**src/rtl/ghaq_pkg.sv**
```systemverilog
// ghaq_pkg: shared types, codes and reset values of the gas/heat alarm qualifier.
// No dependencies; every other file in rtl/ uses it through scoped names.
package ghaq_pkg;

   typedef logic [1:0]         opcode_type;
   typedef logic [1:0]         mode_type;
   typedef logic [7:0]         count_type;
   typedef logic [15:0]        ppm_type;
   typedef logic signed [15:0] temp_type;
   typedef logic [2:0]         csr_addr_type;
   typedef logic [15:0]        csr_data_type;

   // opcodes
   localparam opcode_type OP_EVAL   = 2'd0;
   localparam opcode_type OP_ERROR  = 2'd1;
   localparam opcode_type OP_REINIT = 2'd2;

   // reported states
   localparam mode_type MODE_NORMAL  = 2'd0;
   localparam mode_type MODE_WARNING = 2'd1;
   localparam mode_type MODE_ALARM   = 2'd2;
   localparam mode_type MODE_ERROR   = 2'd3;

   localparam count_type COUNT_MAX = 8'd255;

   // register indexes
   localparam csr_addr_type CSR_CO_ALARM   = 3'd0;
   localparam csr_addr_type CSR_CO_WARNING = 3'd1;
   localparam csr_addr_type CSR_CO_EXIT    = 3'd2;
   localparam csr_addr_type CSR_T_ALARM    = 3'd3;
   localparam csr_addr_type CSR_T_WARNING  = 3'd4;
   localparam csr_addr_type CSR_T_EXIT     = 3'd5;
   localparam csr_addr_type CSR_ENTER_LIM  = 3'd6;
   localparam csr_addr_type CSR_EXIT_LIM   = 3'd7;

   // register reset values
   localparam ppm_type   RST_CO_ALARM   = 16'd150;
   localparam ppm_type   RST_CO_WARNING = 16'd50;
   localparam ppm_type   RST_CO_EXIT    = 16'd35;
   localparam temp_type  RST_T_ALARM    = 16'sd960;
   localparam temp_type  RST_T_WARNING  = 16'sd720;
   localparam temp_type  RST_T_EXIT     = 16'sd800;
   localparam count_type RST_ENTER_LIM  = 8'd3;
   localparam count_type RST_EXIT_LIM   = 8'd5;

   // counter limits, handed from front to back
   typedef struct packed {
      count_type enter_limit;
      count_type exit_limit;
   } limits_type;

   // classified word passed through the queue
   typedef struct packed {
      opcode_type opcode;
      logic       hot;
      logic       warm;
      logic       calm;
   } cls_type;

endpackage

```
**src/rtl/ghaq_if.sv**
```systemverilog
// ghaq_if: valid/ready channel interfaces for request, response and CSR words.
// Depends on ghaq_pkg for payload types.
interface ghaq_req_if;
   logic                 valid;
   logic                 ready;
   ghaq_pkg::opcode_type opcode;
   ghaq_pkg::ppm_type    co_level;
   ghaq_pkg::temp_type   temperature;

   modport source (output valid, output opcode, output co_level, output temperature,
                   input ready);
   modport sink   (input valid, input opcode, input co_level, input temperature,
                   output ready);
endinterface

interface ghaq_rsp_if;
   logic                valid;
   logic                ready;
   ghaq_pkg::mode_type  alarm_state;
   ghaq_pkg::count_type enter_count;
   ghaq_pkg::count_type exit_count;

   modport source (output valid, output alarm_state, output enter_count, output exit_count,
                   input ready);
   modport sink   (input valid, input alarm_state, input enter_count, input exit_count,
                   output ready);
endinterface

interface ghaq_csr_if;
   logic                   valid;
   logic                   ready;
   ghaq_pkg::csr_addr_type addr;
   ghaq_pkg::csr_data_type data;

   modport source (output valid, output addr, output data, input ready);
   modport sink   (input valid, input addr, input data, output ready);
endinterface

```
**src/rtl/gas_heat_alarm_qualifier.sv**
```systemverilog
// gas_heat_alarm_qualifier: top level of the CO / temperature alarm qualifier.
// Depends on ghaq_pkg, ghaq_if, ghaq_front, ghaq_queue and ghaq_back.
//
// Usage
//   req_bus : sample words {opcode, co_level, temperature}; opcode evaluates a
//             sample, forces the sticky error state or reinitialises to normal.
//   rsp_bus : one word per request {alarm_state, enter_count, exit_count},
//             in request order, showing state after that request.
//   csr_bus : register writes {addr, data}, always ready; write only while
//             the block is idle. All eight addresses are decoded.
//   Path    : a request is queued, popped once the response register is free.
//   Rate    : one word per cycle sustained while rsp_bus.ready is high. The
//             front classifies in the cycle of acceptance (six compares); the
//             back updates the state and both saturating counters in the cycle
//             it pops the queue.
//   Stall   : the response register holds while rsp_bus.ready is low; the
//             queue (QUEUE_DEPTH words) keeps absorbing requests until full,
//             then req_bus.ready drops.
//   Reset   : synchronous; state normal, counters zero, thresholds back to
//             their default values, queue and response register emptied.
module gas_heat_alarm_qualifier #(
   parameter int QUEUE_DEPTH = 2
) (
   input  logic       clock,
   input  logic       reset,
   ghaq_req_if.sink   req_bus,
   ghaq_rsp_if.source rsp_bus,
   ghaq_csr_if.sink   csr_bus
);

   ghaq_pkg::cls_type    push_word;
   ghaq_pkg::cls_type    head;
   ghaq_pkg::limits_type limits;
   logic                 push;
   logic                 pop;
   logic                 q_full;
   logic                 q_not_empty;

   // front: CSRs and classification
   ghaq_front u_front (
      .clock     (clock),
      .reset     (reset),
      .req       (req_bus),
      .csr       (csr_bus),
      .q_full    (q_full),
      .push      (push),
      .push_word (push_word),
      .limits    (limits)
   );

   // decoupling queue
   ghaq_queue #(
      .DEPTH (QUEUE_DEPTH)
   ) u_queue (
      .clock     (clock),
      .reset     (reset),
      .push      (push),
      .push_word (push_word),
      .pop       (pop),
      .full      (q_full),
      .not_empty (q_not_empty),
      .head      (head)
   );

   // back: state update and response
   ghaq_back u_back (
      .clock       (clock),
      .reset       (reset),
      .q_not_empty (q_not_empty),
      .head        (head),
      .limits      (limits),
      .pop         (pop),
      .rsp         (rsp_bus)
   );

endmodule

```
**src/rtl/ghaq_front.sv**
```systemverilog
// ghaq_front: CSR file and sample classifier; pushes classified words to the queue.
// Depends on ghaq_pkg and ghaq_if.
module ghaq_front (
   input  logic                 clock,
   input  logic                 reset,
   ghaq_req_if.sink             req,
   ghaq_csr_if.sink             csr,
   input  logic                 q_full,
   output logic                 push,
   output ghaq_pkg::cls_type    push_word,
   output ghaq_pkg::limits_type limits
);

   ghaq_pkg::ppm_type   co_alarm_ff,   co_alarm_in;
   ghaq_pkg::ppm_type   co_warning_ff, co_warning_in;
   ghaq_pkg::ppm_type   co_exit_ff,    co_exit_in;
   ghaq_pkg::temp_type  t_alarm_ff,    t_alarm_in;
   ghaq_pkg::temp_type  t_warning_ff,  t_warning_in;
   ghaq_pkg::temp_type  t_exit_ff,     t_exit_in;
   ghaq_pkg::count_type enter_lim_ff,  enter_lim_in;
   ghaq_pkg::count_type exit_lim_ff,   exit_lim_in;

   assign csr.ready = 1'b1;

   always_comb begin
      co_alarm_in   = co_alarm_ff;
      co_warning_in = co_warning_ff;
      co_exit_in    = co_exit_ff;
      t_alarm_in    = t_alarm_ff;
      t_warning_in  = t_warning_ff;
      t_exit_in     = t_exit_ff;
      enter_lim_in  = enter_lim_ff;
      exit_lim_in   = exit_lim_ff;
      if (csr.valid) begin
         case (csr.addr)
            ghaq_pkg::CSR_CO_ALARM:   co_alarm_in   = csr.data;
            ghaq_pkg::CSR_CO_WARNING: co_warning_in = csr.data;
            ghaq_pkg::CSR_CO_EXIT:    co_exit_in    = csr.data;
            ghaq_pkg::CSR_T_ALARM:    t_alarm_in    = $signed(csr.data);
            ghaq_pkg::CSR_T_WARNING:  t_warning_in  = $signed(csr.data);
            ghaq_pkg::CSR_T_EXIT:     t_exit_in     = $signed(csr.data);
            ghaq_pkg::CSR_ENTER_LIM:  enter_lim_in  = csr.data[7:0];
            ghaq_pkg::CSR_EXIT_LIM:   exit_lim_in   = csr.data[7:0];
            default: ;
         endcase
      end
   end

   always_ff @(posedge clock) begin
      if (reset) begin
         co_alarm_ff   <= ghaq_pkg::RST_CO_ALARM;
         co_warning_ff <= ghaq_pkg::RST_CO_WARNING;
         co_exit_ff    <= ghaq_pkg::RST_CO_EXIT;
         t_alarm_ff    <= ghaq_pkg::RST_T_ALARM;
         t_warning_ff  <= ghaq_pkg::RST_T_WARNING;
         t_exit_ff     <= ghaq_pkg::RST_T_EXIT;
         enter_lim_ff  <= ghaq_pkg::RST_ENTER_LIM;
         exit_lim_ff   <= ghaq_pkg::RST_EXIT_LIM;
      end else begin
         co_alarm_ff   <= co_alarm_in;
         co_warning_ff <= co_warning_in;
         co_exit_ff    <= co_exit_in;
         t_alarm_ff    <= t_alarm_in;
         t_warning_ff  <= t_warning_in;
         t_exit_ff     <= t_exit_in;
         enter_lim_ff  <= enter_lim_in;
         exit_lim_ff   <= exit_lim_in;
      end
   end

   assign limits.enter_limit = enter_lim_ff;
   assign limits.exit_limit  = exit_lim_ff;

   assign req.ready = !q_full;
   assign push      = req.valid && !q_full;

   // six compares, all exact
   assign push_word.opcode = req.opcode;
   assign push_word.hot    = (req.co_level > co_alarm_ff)   || (req.temperature > t_alarm_ff);
   assign push_word.warm   = (req.co_level > co_warning_ff) || (req.temperature > t_warning_ff);
   assign push_word.calm   = (req.co_level < co_exit_ff)    && (req.temperature < t_exit_ff);

endmodule

```
**src/rtl/ghaq_queue.sv**
```systemverilog
// ghaq_queue: short FIFO of classified words between front and back.
// Depends on ghaq_pkg for the word type.
module ghaq_queue #(
   parameter int DEPTH = 2
) (
   input  logic              clock,
   input  logic              reset,
   input  logic              push,
   input  ghaq_pkg::cls_type push_word,
   input  logic              pop,
   output logic              full,
   output logic              not_empty,
   output ghaq_pkg::cls_type head
);

   localparam int PTR_W = (DEPTH > 1) ? $clog2(DEPTH) : 1;
   localparam int CNT_W = $clog2(DEPTH + 1);
   localparam logic [PTR_W-1:0] PTR_LAST = PTR_W'(DEPTH - 1);
   localparam logic [CNT_W-1:0] CNT_FULL = CNT_W'(DEPTH);

   ghaq_pkg::cls_type  slot_ff [DEPTH];
   logic [PTR_W-1:0]   wr_ptr_ff, wr_ptr_in;
   logic [PTR_W-1:0]   rd_ptr_ff, rd_ptr_in;
   logic [CNT_W-1:0]   count_ff,  count_in;

   assign full      = (count_ff == CNT_FULL);
   assign not_empty = (count_ff != '0);
   assign head      = slot_ff[rd_ptr_ff];

   always_comb begin
      wr_ptr_in = wr_ptr_ff;
      rd_ptr_in = rd_ptr_ff;
      count_in  = count_ff;
      if (push) begin
         wr_ptr_in = (wr_ptr_ff == PTR_LAST) ? '0 : wr_ptr_ff + 1'b1;
      end
      if (pop) begin
         rd_ptr_in = (rd_ptr_ff == PTR_LAST) ? '0 : rd_ptr_ff + 1'b1;
      end
      if (push && !pop) begin
         count_in = count_ff + 1'b1;
      end else if (pop && !push) begin
         count_in = count_ff - 1'b1;
      end
   end

   always_ff @(posedge clock) begin
      if (reset) begin
         wr_ptr_ff <= '0;
         rd_ptr_ff <= '0;
         count_ff  <= '0;
      end else begin
         wr_ptr_ff <= wr_ptr_in;
         rd_ptr_ff <= rd_ptr_in;
         count_ff  <= count_in;
      end
   end

   always_ff @(posedge clock) begin
      if (push) begin
         slot_ff[wr_ptr_ff] <= push_word;
      end
   end

endmodule

```
**src/rtl/ghaq_back.sv**
```systemverilog
// ghaq_back: alarm state machine, saturating counters and response register.
// Depends on ghaq_pkg and ghaq_if.
module ghaq_back (
   input  logic                 clock,
   input  logic                 reset,
   input  logic                 q_not_empty,
   input  ghaq_pkg::cls_type    head,
   input  ghaq_pkg::limits_type limits,
   output logic                 pop,
   ghaq_rsp_if.source           rsp
);

   ghaq_pkg::mode_type  mode_ff,  mode_in;
   ghaq_pkg::count_type enter_ff, enter_in;
   ghaq_pkg::count_type exit_ff,  exit_in;
   logic                rsp_valid_ff, rsp_valid_in;
   ghaq_pkg::count_type enter_inc, exit_inc;

   assign pop = q_not_empty && (!rsp_valid_ff || rsp.ready);

   assign enter_inc = (enter_ff == ghaq_pkg::COUNT_MAX) ? enter_ff : enter_ff + 8'd1;
   assign exit_inc  = (exit_ff  == ghaq_pkg::COUNT_MAX) ? exit_ff  : exit_ff  + 8'd1;

   always_comb begin
      mode_in  = mode_ff;
      enter_in = enter_ff;
      exit_in  = exit_ff;
      case (head.opcode)
         ghaq_pkg::OP_EVAL: begin
            if (mode_ff != ghaq_pkg::MODE_ERROR) begin
               if (head.hot) begin
                  enter_in = enter_inc;
                  exit_in  = '0;
                  if (enter_inc >= limits.enter_limit) begin
                     mode_in = ghaq_pkg::MODE_ALARM;
                  end
               end else begin
                  enter_in = '0;
                  if (mode_ff == ghaq_pkg::MODE_ALARM) begin
                     if (head.calm) begin
                        exit_in = exit_inc;
                        if (exit_inc >= limits.exit_limit) begin
                           mode_in = head.warm ? ghaq_pkg::MODE_WARNING
                                               : ghaq_pkg::MODE_NORMAL;
                           exit_in = '0;
                        end
                     end else begin
                        exit_in = '0;
                     end
                  end else begin
                     exit_in = '0;
                     mode_in = head.warm ? ghaq_pkg::MODE_WARNING : ghaq_pkg::MODE_NORMAL;
                  end
               end
            end
         end
         ghaq_pkg::OP_ERROR: begin
            mode_in = ghaq_pkg::MODE_ERROR;
         end
         ghaq_pkg::OP_REINIT: begin
            mode_in  = ghaq_pkg::MODE_NORMAL;
            enter_in = '0;
            exit_in  = '0;
         end
         default: ;
      endcase
   end

   always_comb begin
      rsp_valid_in = rsp_valid_ff;
      if (pop) begin
         rsp_valid_in = 1'b1;
      end else if (rsp.ready) begin
         rsp_valid_in = 1'b0;
      end
   end

   always_ff @(posedge clock) begin
      if (reset) begin
         mode_ff      <= ghaq_pkg::MODE_NORMAL;
         enter_ff     <= '0;
         exit_ff      <= '0;
         rsp_valid_ff <= 1'b0;
      end else begin
         rsp_valid_ff <= rsp_valid_in;
         if (pop) begin
            mode_ff  <= mode_in;
            enter_ff <= enter_in;
            exit_ff  <= exit_in;
         end
      end
   end

   // the state registers double as the response payload
   assign rsp.valid       = rsp_valid_ff;
   assign rsp.alarm_state = mode_ff;
   assign rsp.enter_count = enter_ff;
   assign rsp.exit_count  = exit_ff;

endmodule

```
**src/flat_wrapper.sv**
```systemverilog
// flat-port wrapper written by rule: the top's interface ports become plain ports
module gas_heat_alarm_qualifier_flat 
#(
   parameter int QUEUE_DEPTH = 2
)
  (clock, reset, req_bus_valid, req_bus_opcode, req_bus_co_level, req_bus_temperature, req_bus_ready, rsp_bus_valid, rsp_bus_alarm_state, rsp_bus_enter_count, rsp_bus_exit_count, rsp_bus_ready, csr_bus_valid, csr_bus_addr, csr_bus_data, csr_bus_ready);
  ghaq_req_if req_bus_i ();
  ghaq_rsp_if rsp_bus_i ();
  ghaq_csr_if csr_bus_i ();
  input  logic clock;
  input  logic reset;
  input wire logic [$bits(req_bus_i.valid)-1:0] req_bus_valid;
  input wire logic [$bits(req_bus_i.opcode)-1:0] req_bus_opcode;
  input wire logic [$bits(req_bus_i.co_level)-1:0] req_bus_co_level;
  input wire logic [$bits(req_bus_i.temperature)-1:0] req_bus_temperature;
  output wire logic [$bits(req_bus_i.ready)-1:0] req_bus_ready;
  output wire logic [$bits(rsp_bus_i.valid)-1:0] rsp_bus_valid;
  output wire logic [$bits(rsp_bus_i.alarm_state)-1:0] rsp_bus_alarm_state;
  output wire logic [$bits(rsp_bus_i.enter_count)-1:0] rsp_bus_enter_count;
  output wire logic [$bits(rsp_bus_i.exit_count)-1:0] rsp_bus_exit_count;
  input wire logic [$bits(rsp_bus_i.ready)-1:0] rsp_bus_ready;
  input wire logic [$bits(csr_bus_i.valid)-1:0] csr_bus_valid;
  input wire logic [$bits(csr_bus_i.addr)-1:0] csr_bus_addr;
  input wire logic [$bits(csr_bus_i.data)-1:0] csr_bus_data;
  output wire logic [$bits(csr_bus_i.ready)-1:0] csr_bus_ready;
  assign req_bus_i.valid = req_bus_valid;
  assign req_bus_i.opcode = req_bus_opcode;
  assign req_bus_i.co_level = req_bus_co_level;
  assign req_bus_i.temperature = req_bus_temperature;
  assign req_bus_ready = req_bus_i.ready;
  assign rsp_bus_valid = rsp_bus_i.valid;
  assign rsp_bus_alarm_state = rsp_bus_i.alarm_state;
  assign rsp_bus_enter_count = rsp_bus_i.enter_count;
  assign rsp_bus_exit_count = rsp_bus_i.exit_count;
  assign rsp_bus_i.ready = rsp_bus_ready;
  assign csr_bus_i.valid = csr_bus_valid;
  assign csr_bus_i.addr = csr_bus_addr;
  assign csr_bus_i.data = csr_bus_data;
  assign csr_bus_ready = csr_bus_i.ready;
  gas_heat_alarm_qualifier #(.QUEUE_DEPTH(QUEUE_DEPTH)) u_core (.clock(clock), .reset(reset), .req_bus(req_bus_i), .rsp_bus(rsp_bus_i), .csr_bus(csr_bus_i));
endmodule
```
**config.mk**
```make
export PLATFORM = sky130hd
export DESIGN_NAME = gas_heat_alarm_qualifier_flat
export DESIGN_NICKNAME = d
export VERILOG_FILES = /design/src/rtl/ghaq_pkg.sv /design/src/rtl/ghaq_if.sv /design/src/rtl/gas_heat_alarm_qualifier.sv /design/src/rtl/ghaq_front.sv /design/src/rtl/ghaq_queue.sv /design/src/rtl/ghaq_back.sv /design/src/flat_wrapper.sv
export SDC_FILE = /design/constraint.sdc
export NUM_CORES = 1
export LEC_CHECK = 0
export ABC_AREA = 0
export BUFFER_PORTS_ARGS = -buffer_cell sky130_fd_sc_hd__buf_2
export CAP_MARGIN = 20
export CORE_MARGIN = 1.5
export CORE_UTILIZATION = 54
export CTS_CLUSTER_DIAMETER = 120
export DETAILED_ROUTE_END_ITERATION = 10
export PLACE_DENSITY = 0.76
export SKIP_CTS_REPAIR_TIMING = 1
export SYNTH_ARGS = -nofsm -noshare
export SYNTH_HDL_FRONTEND = slang
export SYNTH_SLANG_ARGS = --single-unit
```
**constraint.sdc**
```tcl
create_clock -name clock -period 2.9 [get_ports clock]
set_input_delay 0 -clock clock [delete_from_list [all_inputs] [get_ports clock]]
set_output_delay 0 -clock clock [all_outputs]
set_load 0.01 [all_outputs]
```
; Word level (Yosys, flattened, before mapping)
; Memories as Yosys holds them, arrays and structs flattened. A register that Yosys moved wholly into a read port is not among the register bits.
; Cells that the tools add are included.
[totals]
register_bits = 135
latch_bits = 0
ram_bits = 10
rom_bits = 0
input_bits = 58
output_inout_bits = 21
elab_cells = 106
memories = 1
[memory_table]
columns = name, words, word_bits, rd, rd_clocked_by_memory_dff, write_ports, line_no
row1 = u_core.u_queue.slot_ff, 2, 5, 1, 1, 1, ghaq_queue.sv:21  ; ghaq_pkg::cls_type slot_ff [DEPTH];
[op_classes]
addsub = 6
n_mul = 0
div_mod_pow = 0
n_lt_le_gt_ge = 8
eq_ne = 18
shifts = 0
mux = 29
bitwise_logic = 0
reduce_logical = 29
[op_table]
columns = operator, n
row1 = 8-bit 2-to-1 mux, 9
row2 = 16-bit greater-than comparator, 4
row3 = 16-bit less-than comparator, 2
row4 = 8-bit case mux with 2 select lines, 2
row5 = "8-bit by 1-bit adder with 8-bit output, second input constant", 2
row6 = "8-bit == test, second input constant", 2
row7 = 8-bit greater-or-equal comparator, 2
row8 = 2-bit 2-to-1 mux, 8
row9 = 2-bit AND reduction, 8
row10 = "3-bit == test, second input constant", 4
row11 = 1-bit 2-to-1 mux, 9
row12 = 2-bit nonzero test, 4
row13 = "2-bit == test, second input constant", 3
row14 = "3-bit by 2-bit == test with 1-bit output, second input constant", 2
row15 = 2-bit case mux with 3 select lines, 1
row16 = 6-bit AND reduction, 1
row17 = 1-bit logical AND, 5
row18 = 1-bit logical NOT, 4
row19 = "2-bit inequality test, second input constant", 2
row20 = "4-bit by 2-bit inequality test with 1-bit output, second input constant", 1
row21 = "4-bit by 3-bit inequality test with 1-bit output, second input constant", 1
row22 = "3-bit by 1-bit == test with 1-bit output, second input constant", 1
row23 = 3-bit logical NOT, 1
row24 = 1-bit logical OR, 3
row25 = 8 further kinds, 9

; Depth between registers and ports, before layout
[depth]
word_depth = 9
ltp_mapped = 13
depth_no_buf = 12

; Cells and area by module
; A second synthesis with hierarchy kept.
[unflattened]
cells_unflattened = 1060
area_unflattened_um2 = 8620.8
[modules_own_cells]
columns = mod, n_inst, cells_each, area_per_inst_um2
row1 = ghaq_front, 1, 821, 6403.6
row2 = ghaq_back, 1, 202, 1650.3
row3 = ghaq_queue, 1, 37, 566.8

; Worst setup path after synthesis
; OpenSTA, ideal clock, no wires.
[synth_path]
path_type = flip-flop to flip-flop
start = register u_core.u_back.exit_ff[0], in the netlist u_core.u_back.rsp.exit_count[0]
end = register u_core.u_back.exit_ff[0], in the netlist u_core.u_back.rsp.exit_count[0]
setup_ns = 0.067
arrival_ns = 2.850
t_required_ns = 2.833
slack_ns = -0.017
stages_incl_launch_ff = 14
n_path_buf = 1
cell_sequence = dfxtp_1 -> ha_1 -> and4_1 -> nand4_1 -> nand3_1 -> o21a_1 -> ha_1 -> a211oi_1 -> nor2_1 -> a211oi_1 -> and3_1 -> buf_6 -> nand3b_4 -> a21oi_2
[synth_between]
elab_chain_len = 9
elab_cells_between_ends = 10
[synth_rtl]
columns = element, line_no
row1 = start: declaration, ghaq_back.sv:15  ; ghaq_pkg::count_type exit_ff, exit_in;
row2 = start signal: assignment, ghaq_back.sv:89  ; exit_ff <= exit_in;
row3 = 8-bit by 1-bit adder with 8-bit output or 8-bit == test (tied branches), ghaq_back.sv:22  ; assign exit_inc = (exit_ff == ghaq_pkg::COUNT_MAX) ? exit_ff : exit_ff + 8'd1;
row4 = 8-bit 2-to-1 mux (*), ghaq_back.sv:22
row5 = 8-bit greater-or-equal comparator, ghaq_back.sv:42  ; if (exit_inc >= limits.exit_limit) begin
row6 = 8-bit 2-to-1 mux (*), ghaq_back.sv:42
row7 = 8-bit 2-to-1 mux (*), ghaq_back.sv:40  ; if (head.calm) begin
row8 = 8-bit 2-to-1 mux (*), ghaq_back.sv:39  ; if (mode_ff == ghaq_pkg::MODE_ALARM) begin
row9 = 8-bit 2-to-1 mux (*), ghaq_back.sv:31  ; if (head.hot) begin
row10 = 8-bit 2-to-1 mux (*), ghaq_back.sv:30  ; if (mode_ff != ghaq_pkg::MODE_ERROR) begin
row11 = 8-bit case mux with 2 select lines (*), ghaq_back.sv:28  ; case (head.opcode)
; Every way passes the cells marked *; elsewhere a longest branch is shown, timed or not. The select of a mux whose other input is x is not followed.
; A chain may end at the register's enable or synchronous reset.

; Final worst setup path
; Same ends and word-level chain as after synthesis.

==> results summary <==
The run finished with clean final reports. The repair_antennas step left the layout with diodes totalling 0. The leakage power figure came out at 4.07 nW. Data on the critical path arrives at its endpoint at ~3100 ps. The height of the die came out at 128 um. The multiplexer area fraction after synthesis came out at under 10%. The critical path endpoint category is a flip-flop.

The count of buffers added on input and output ports is between 70 and 80. The via count of the first global-routing pass is between 6000 and 7000. The share of the synthesized area in compound gates (AO/OA/AOI/OAI) is between 10% and 20%. The count of final setup violators is 0. The effective utilization at floorplan came out at 55.1%. The area overhead of the layout relative to synthesis came out at 16.5%. The routed via count came out at between 7000 and 8000. Among all cell types in the netlist, the one instantiated most often is sky130_fd_sc_hd__nand2_1. The setup skew after layout is between 8 and 9 ps. The ratio of cells with drive above 1 in the final layout is 12.1%.

The number of enable-type register cells in the synthesized netlist came out at 10. The xor-xnor portion of the synthesized cell area is under 10%. In this run, synthesis produced a sequential element count of approximately 150. The worst hold margin is 130 ps.

In this run, the number of DRC markers left after iteration 0 of detailed routing was between 400 and 500. The time the worst path needs with I/O delays and setup is 2750 ps. The cell total after placement is 1281.

The share of synthesized cell area in full adder, half adder and majority cells is 17.5%. The synthesized area came out at approximately 0.0084 mm^2. The share of Yosys cell area claimed by the top area cell type came out at approximately a third.

TritonCTS built the clock tree. The fmax is around 360 MHz. The share of synthesized cell area in and, or, nand and nor gates came out at around a fifth.

The min-delay analysis places its worst path in the category in -> reg. The overall track demand over capacity in global routing came out at a little over a quarter. The total of max-cap violations is 0.

The areal power density over the cells is roughly 550 mW/mm^2. The total power came out at 5.41 mW. Counting instances in the post-synthesis netlist gives the leading cell types as 213 x sky130_fd_sc_hd__nand2_1, 136 x sky130_fd_sc_hd__dfxtp_1, 117 x sky130_fd_sc_hd__ha_1, 113 x sky130_fd_sc_hd__a21oi_1, 113 x sky130_fd_sc_hd__inv_1. The multi-input logic area is 0.00475 mm^2.

Pin placement for this block handled 79 I/O pins. The number of distinct library cell variants in the gate-level netlist after synthesis came out at between 50 and 60. The share of the clock period used by the worst path after layout came out at 95.0%.

The residual antenna-violating net count after detailed routing came out at 0. The maximum resistive drop on vdd came out at ~0.43 mV. The library cell occupying the most area in the post-synthesis netlist is sky130_fd_sc_hd__dfxtp_1. Once detailed placement completed, the half-perimeter wirelength came to between 10000 and 15000 um.

STA classifies the critical path startpoint as a flip-flop. The global placement routability congestion came out at between 0.8 and 0.9. The largest fanout on the critical path came out at 8. The accumulated negative setup slack came out at 0 ps. The total count of max-transition violations in the final report came out at 0.

The wire length of the first global-routing pass is roughly 33000 um. The critical path class is reg -> reg. The routed wire length is 20700 um. The die area is 0.0163 mm^2. After clock tree synthesis, the clock-pin slew on the worst setup and hold paths is around 60 ps. Summed over all layers, the global routing overflow is 0. Among all flip-flop cells after synthesis, the most frequent one is sky130_fd_sc_hd__dfxtp_1. The post-layout net count is around 1300. The number of buffers created by CTS is 17.

The die span in x is 128 um. The register area is 0.00302 mm^2. After synthesis, the largest family of logic cells by area is simple AND/OR/NAND/NOR gates. The average wire length per cell after detail routing is around 16 um. The filler-free cell count of the finished design is 1335.

After floorplanning, the core was divided into 45 placement rows. The proportion of synthesized flip-flops having asynchronous set or reset came out at 0%. The routed via count divided by cell count came out at about 5.5. The sink count of the clock tree is roughly 150. The number of fillers in the final layout is 1340.

The clock reaches the later pin of the worst-skew pair after ~430 ps. The maximum level of the CTS H-tree came out at 4. The number of buffers on the longest clock path is 2. After technology mapping, the gate count stands at around 1100.

The number of failing hold endpoints at the final stage came out at 0. The measured slew at the worst slew-check pin is around 970 ps. The mean instance size in the synthesized netlist came out at 7.98 um^2. The net count after synthesis is ~1200.

The pin count of the biggest net entering global routing came out at 88. The required time at the worst-slack endpoint came out at 3270 ps. Measured against its own limit, the worst slew margin works out to between 30% and 40%. Sequential cells were found to cover between 30 and 40% of the synthesized design area. The initial antenna violation count came out at 0. The floorplan step defined a core boundary enclosing 0.0152 mm^2. The clock root buffer is sky130_fd_sc_hd__clkbuf_16. The count of synthesis-stage warnings from yosys came out at 0. By area the synthesized netlist is led by sky130_fd_sc_hd__dfxtp_1 33%, sky130_fd_sc_hd__ha_1 17%, sky130_fd_sc_hd__nand2_1 9.5%, sky130_fd_sc_hd__a21oi_1 6.8%, sky130_fd_sc_hd__inv_1 5.1%. The DRC violation count after routing came out at 0. The length of the first detailed-routing pass in iterations is 5.
layer usage:
layer	vias up	track usage (%)	share of wire [%]
met5	-	0	0
met4	0	9.29	1.7
met3	23	4.98	5.3
met2	196	44.2	47
met1	3404	33.2	46
li1	3725	-	-
final timing paths:
path	startpoint	to	slack [ps]	cells after the start
setup / recovery	u_core.u_back.rsp.exit_count[0]	u_core.u_back.rsp.exit_count[0]	150	12
hold / removal	csr_bus_valid	u_core.u_front.exit_lim_ff[0]	130	4
hold reg to reg	u_core.u_front.co_alarm_ff[11]	u_core.u_front.co_alarm_ff[11]	450	2
setup reg to reg	u_core.u_back.rsp.exit_count[0]	u_core.u_back.rsp.exit_count[0]	150	12
registers in the layout (all words and copies together), names as in the netlist, 10 cells and up, named ones only:
name / flops
u_core.u_front.t_warning_ff: 16
u_core.u_front.t_exit_ff: 16
u_core.u_front.t_alarm_ff: 16
u_core.u_front.co_warning_ff: 16
u_core.u_front.co_exit_ff: 16
u_core.u_queue.slot_ff: 10
u_core.u_front.co_alarm_ff: 16
logic make-up (layout without fill, tap and decap cells):
logic type	after synthesis	after routing
adders and majority gates	117	117
muxes	17	17
DFF	146	146
and+or+nand+nor	374	374
xor gates and xnor gates	11	11
AOI/OAI and AO/OA	223	223
other	1	1
buffers and inverters	161	258
cell usage in the layout, fill, tap and decap left out, types with 3 or more instances in the layout:
cell type                       netlist  final
sky130_fd_sc_hd__nor3_2               1      3
sky130_fd_sc_hd__inv_1              113    113
sky130_fd_sc_hd__mux2i_1             14     14
sky130_fd_sc_hd__and3_1               6      5
sky130_fd_sc_hd__ha_1               117    117
sky130_fd_sc_hd__clkinv_4             0      3
sky130_fd_sc_hd__buf_2                1     76
sky130_fd_sc_hd__o22ai_1              3      3
sky130_fd_sc_hd__a21oi_1            113    113
sky130_fd_sc_hd__o21a_1               4      4
sky130_fd_sc_hd__and4_1               3      3
sky130_fd_sc_hd__buf_4                1     16
sky130_fd_sc_hd__nor3_1               5      3
sky130_fd_sc_hd__edfxtp_1            10     10
sky130_fd_sc_hd__o21ai_0             25     25
sky130_fd_sc_hd__clkinvlp_4           0      3
sky130_fd_sc_hd__o211ai_1            22     22
sky130_fd_sc_hd__dlygate4sd3_1        0     21
sky130_fd_sc_hd__inv_6                0      4
sky130_fd_sc_hd__a22oi_1             14     14
sky130_fd_sc_hd__xnor2_1              6      4
sky130_fd_sc_hd__nor4_1               3      3
sky130_fd_sc_hd__nand4_1             19     19
sky130_fd_sc_hd__a211oi_1            10      9
sky130_fd_sc_hd__nor2_1              73     73
sky130_fd_sc_hd__a211o_1              5      5
sky130_fd_sc_hd__mux2_2               3      3
sky130_fd_sc_hd__nor2b_1              8      8
sky130_fd_sc_hd__nand2_1            213    213
sky130_fd_sc_hd__clkbuf_16            0     19
sky130_fd_sc_hd__xor2_1               5      5
sky130_fd_sc_hd__dfxtp_1            136    135
sky130_fd_sc_hd__nand3_1             18     18
sky130_fd_sc_hd__a21o_1               9      9
sky130_fd_sc_hd__nand2b_1            13     13
sky130_fd_sc_hd__a31oi_1              4      4
critical path: stages (launching register included):
cell                       delay [ps]
sky130_fd_sc_hd__dfxtp_1          310
sky130_fd_sc_hd__ha_1             220
sky130_fd_sc_hd__and4_1           240
sky130_fd_sc_hd__and4_1           240
sky130_fd_sc_hd__nor3b_1          240
sky130_fd_sc_hd__xor2_1           130
sky130_fd_sc_hd__ha_1             220
sky130_fd_sc_hd__a211oi_1         220
sky130_fd_sc_hd__o21ai_0          140
sky130_fd_sc_hd__a211oi_2         240
sky130_fd_sc_hd__and3_4           290
sky130_fd_sc_hd__nand3b_4          80
sky130_fd_sc_hd__a21oi_2          120
report_power, final:
| group | internal, mW | switching [mW] | total (mW) |
|---|---|---|---|
| Clock | 1.32 | 0.920 | 2.24 |
| Combinational | 0.392 | 0.564 | 0.956 |
| Sequential | 2.14 | 0.0770 | 2.22 |
| Total | 3.85 | 1.56 | 5.41 |
layout make-up:
| type | instances | share of cell area, % |
|---|---|---|
| clock buffers | 20 | 5.01 |
| clock inverters | 12 | 1.22 |
| inverters | 113 | 4.35 |
| multi-input cells | 743 | 48.7 |
| flip-flops and latches | 146 | 31.0 |
| well taps | 188 | 2.41 |
| repair buffers | 113 | 7.28 |
stage by stage:
step	setup WS (ps)	instance area, um^2	utilization, %
2_1_floorplan	67.3	8380	-
3_3_place_gp	96.7	8910	58.6
3_5_place_dp	77.0	8910	58.6
4_1_cts	42.8	9520	62.6
5_1_grt	-19.5	9760	64.2
6_report	146	9760	64.2
Power figures use the tool's default switching activity.
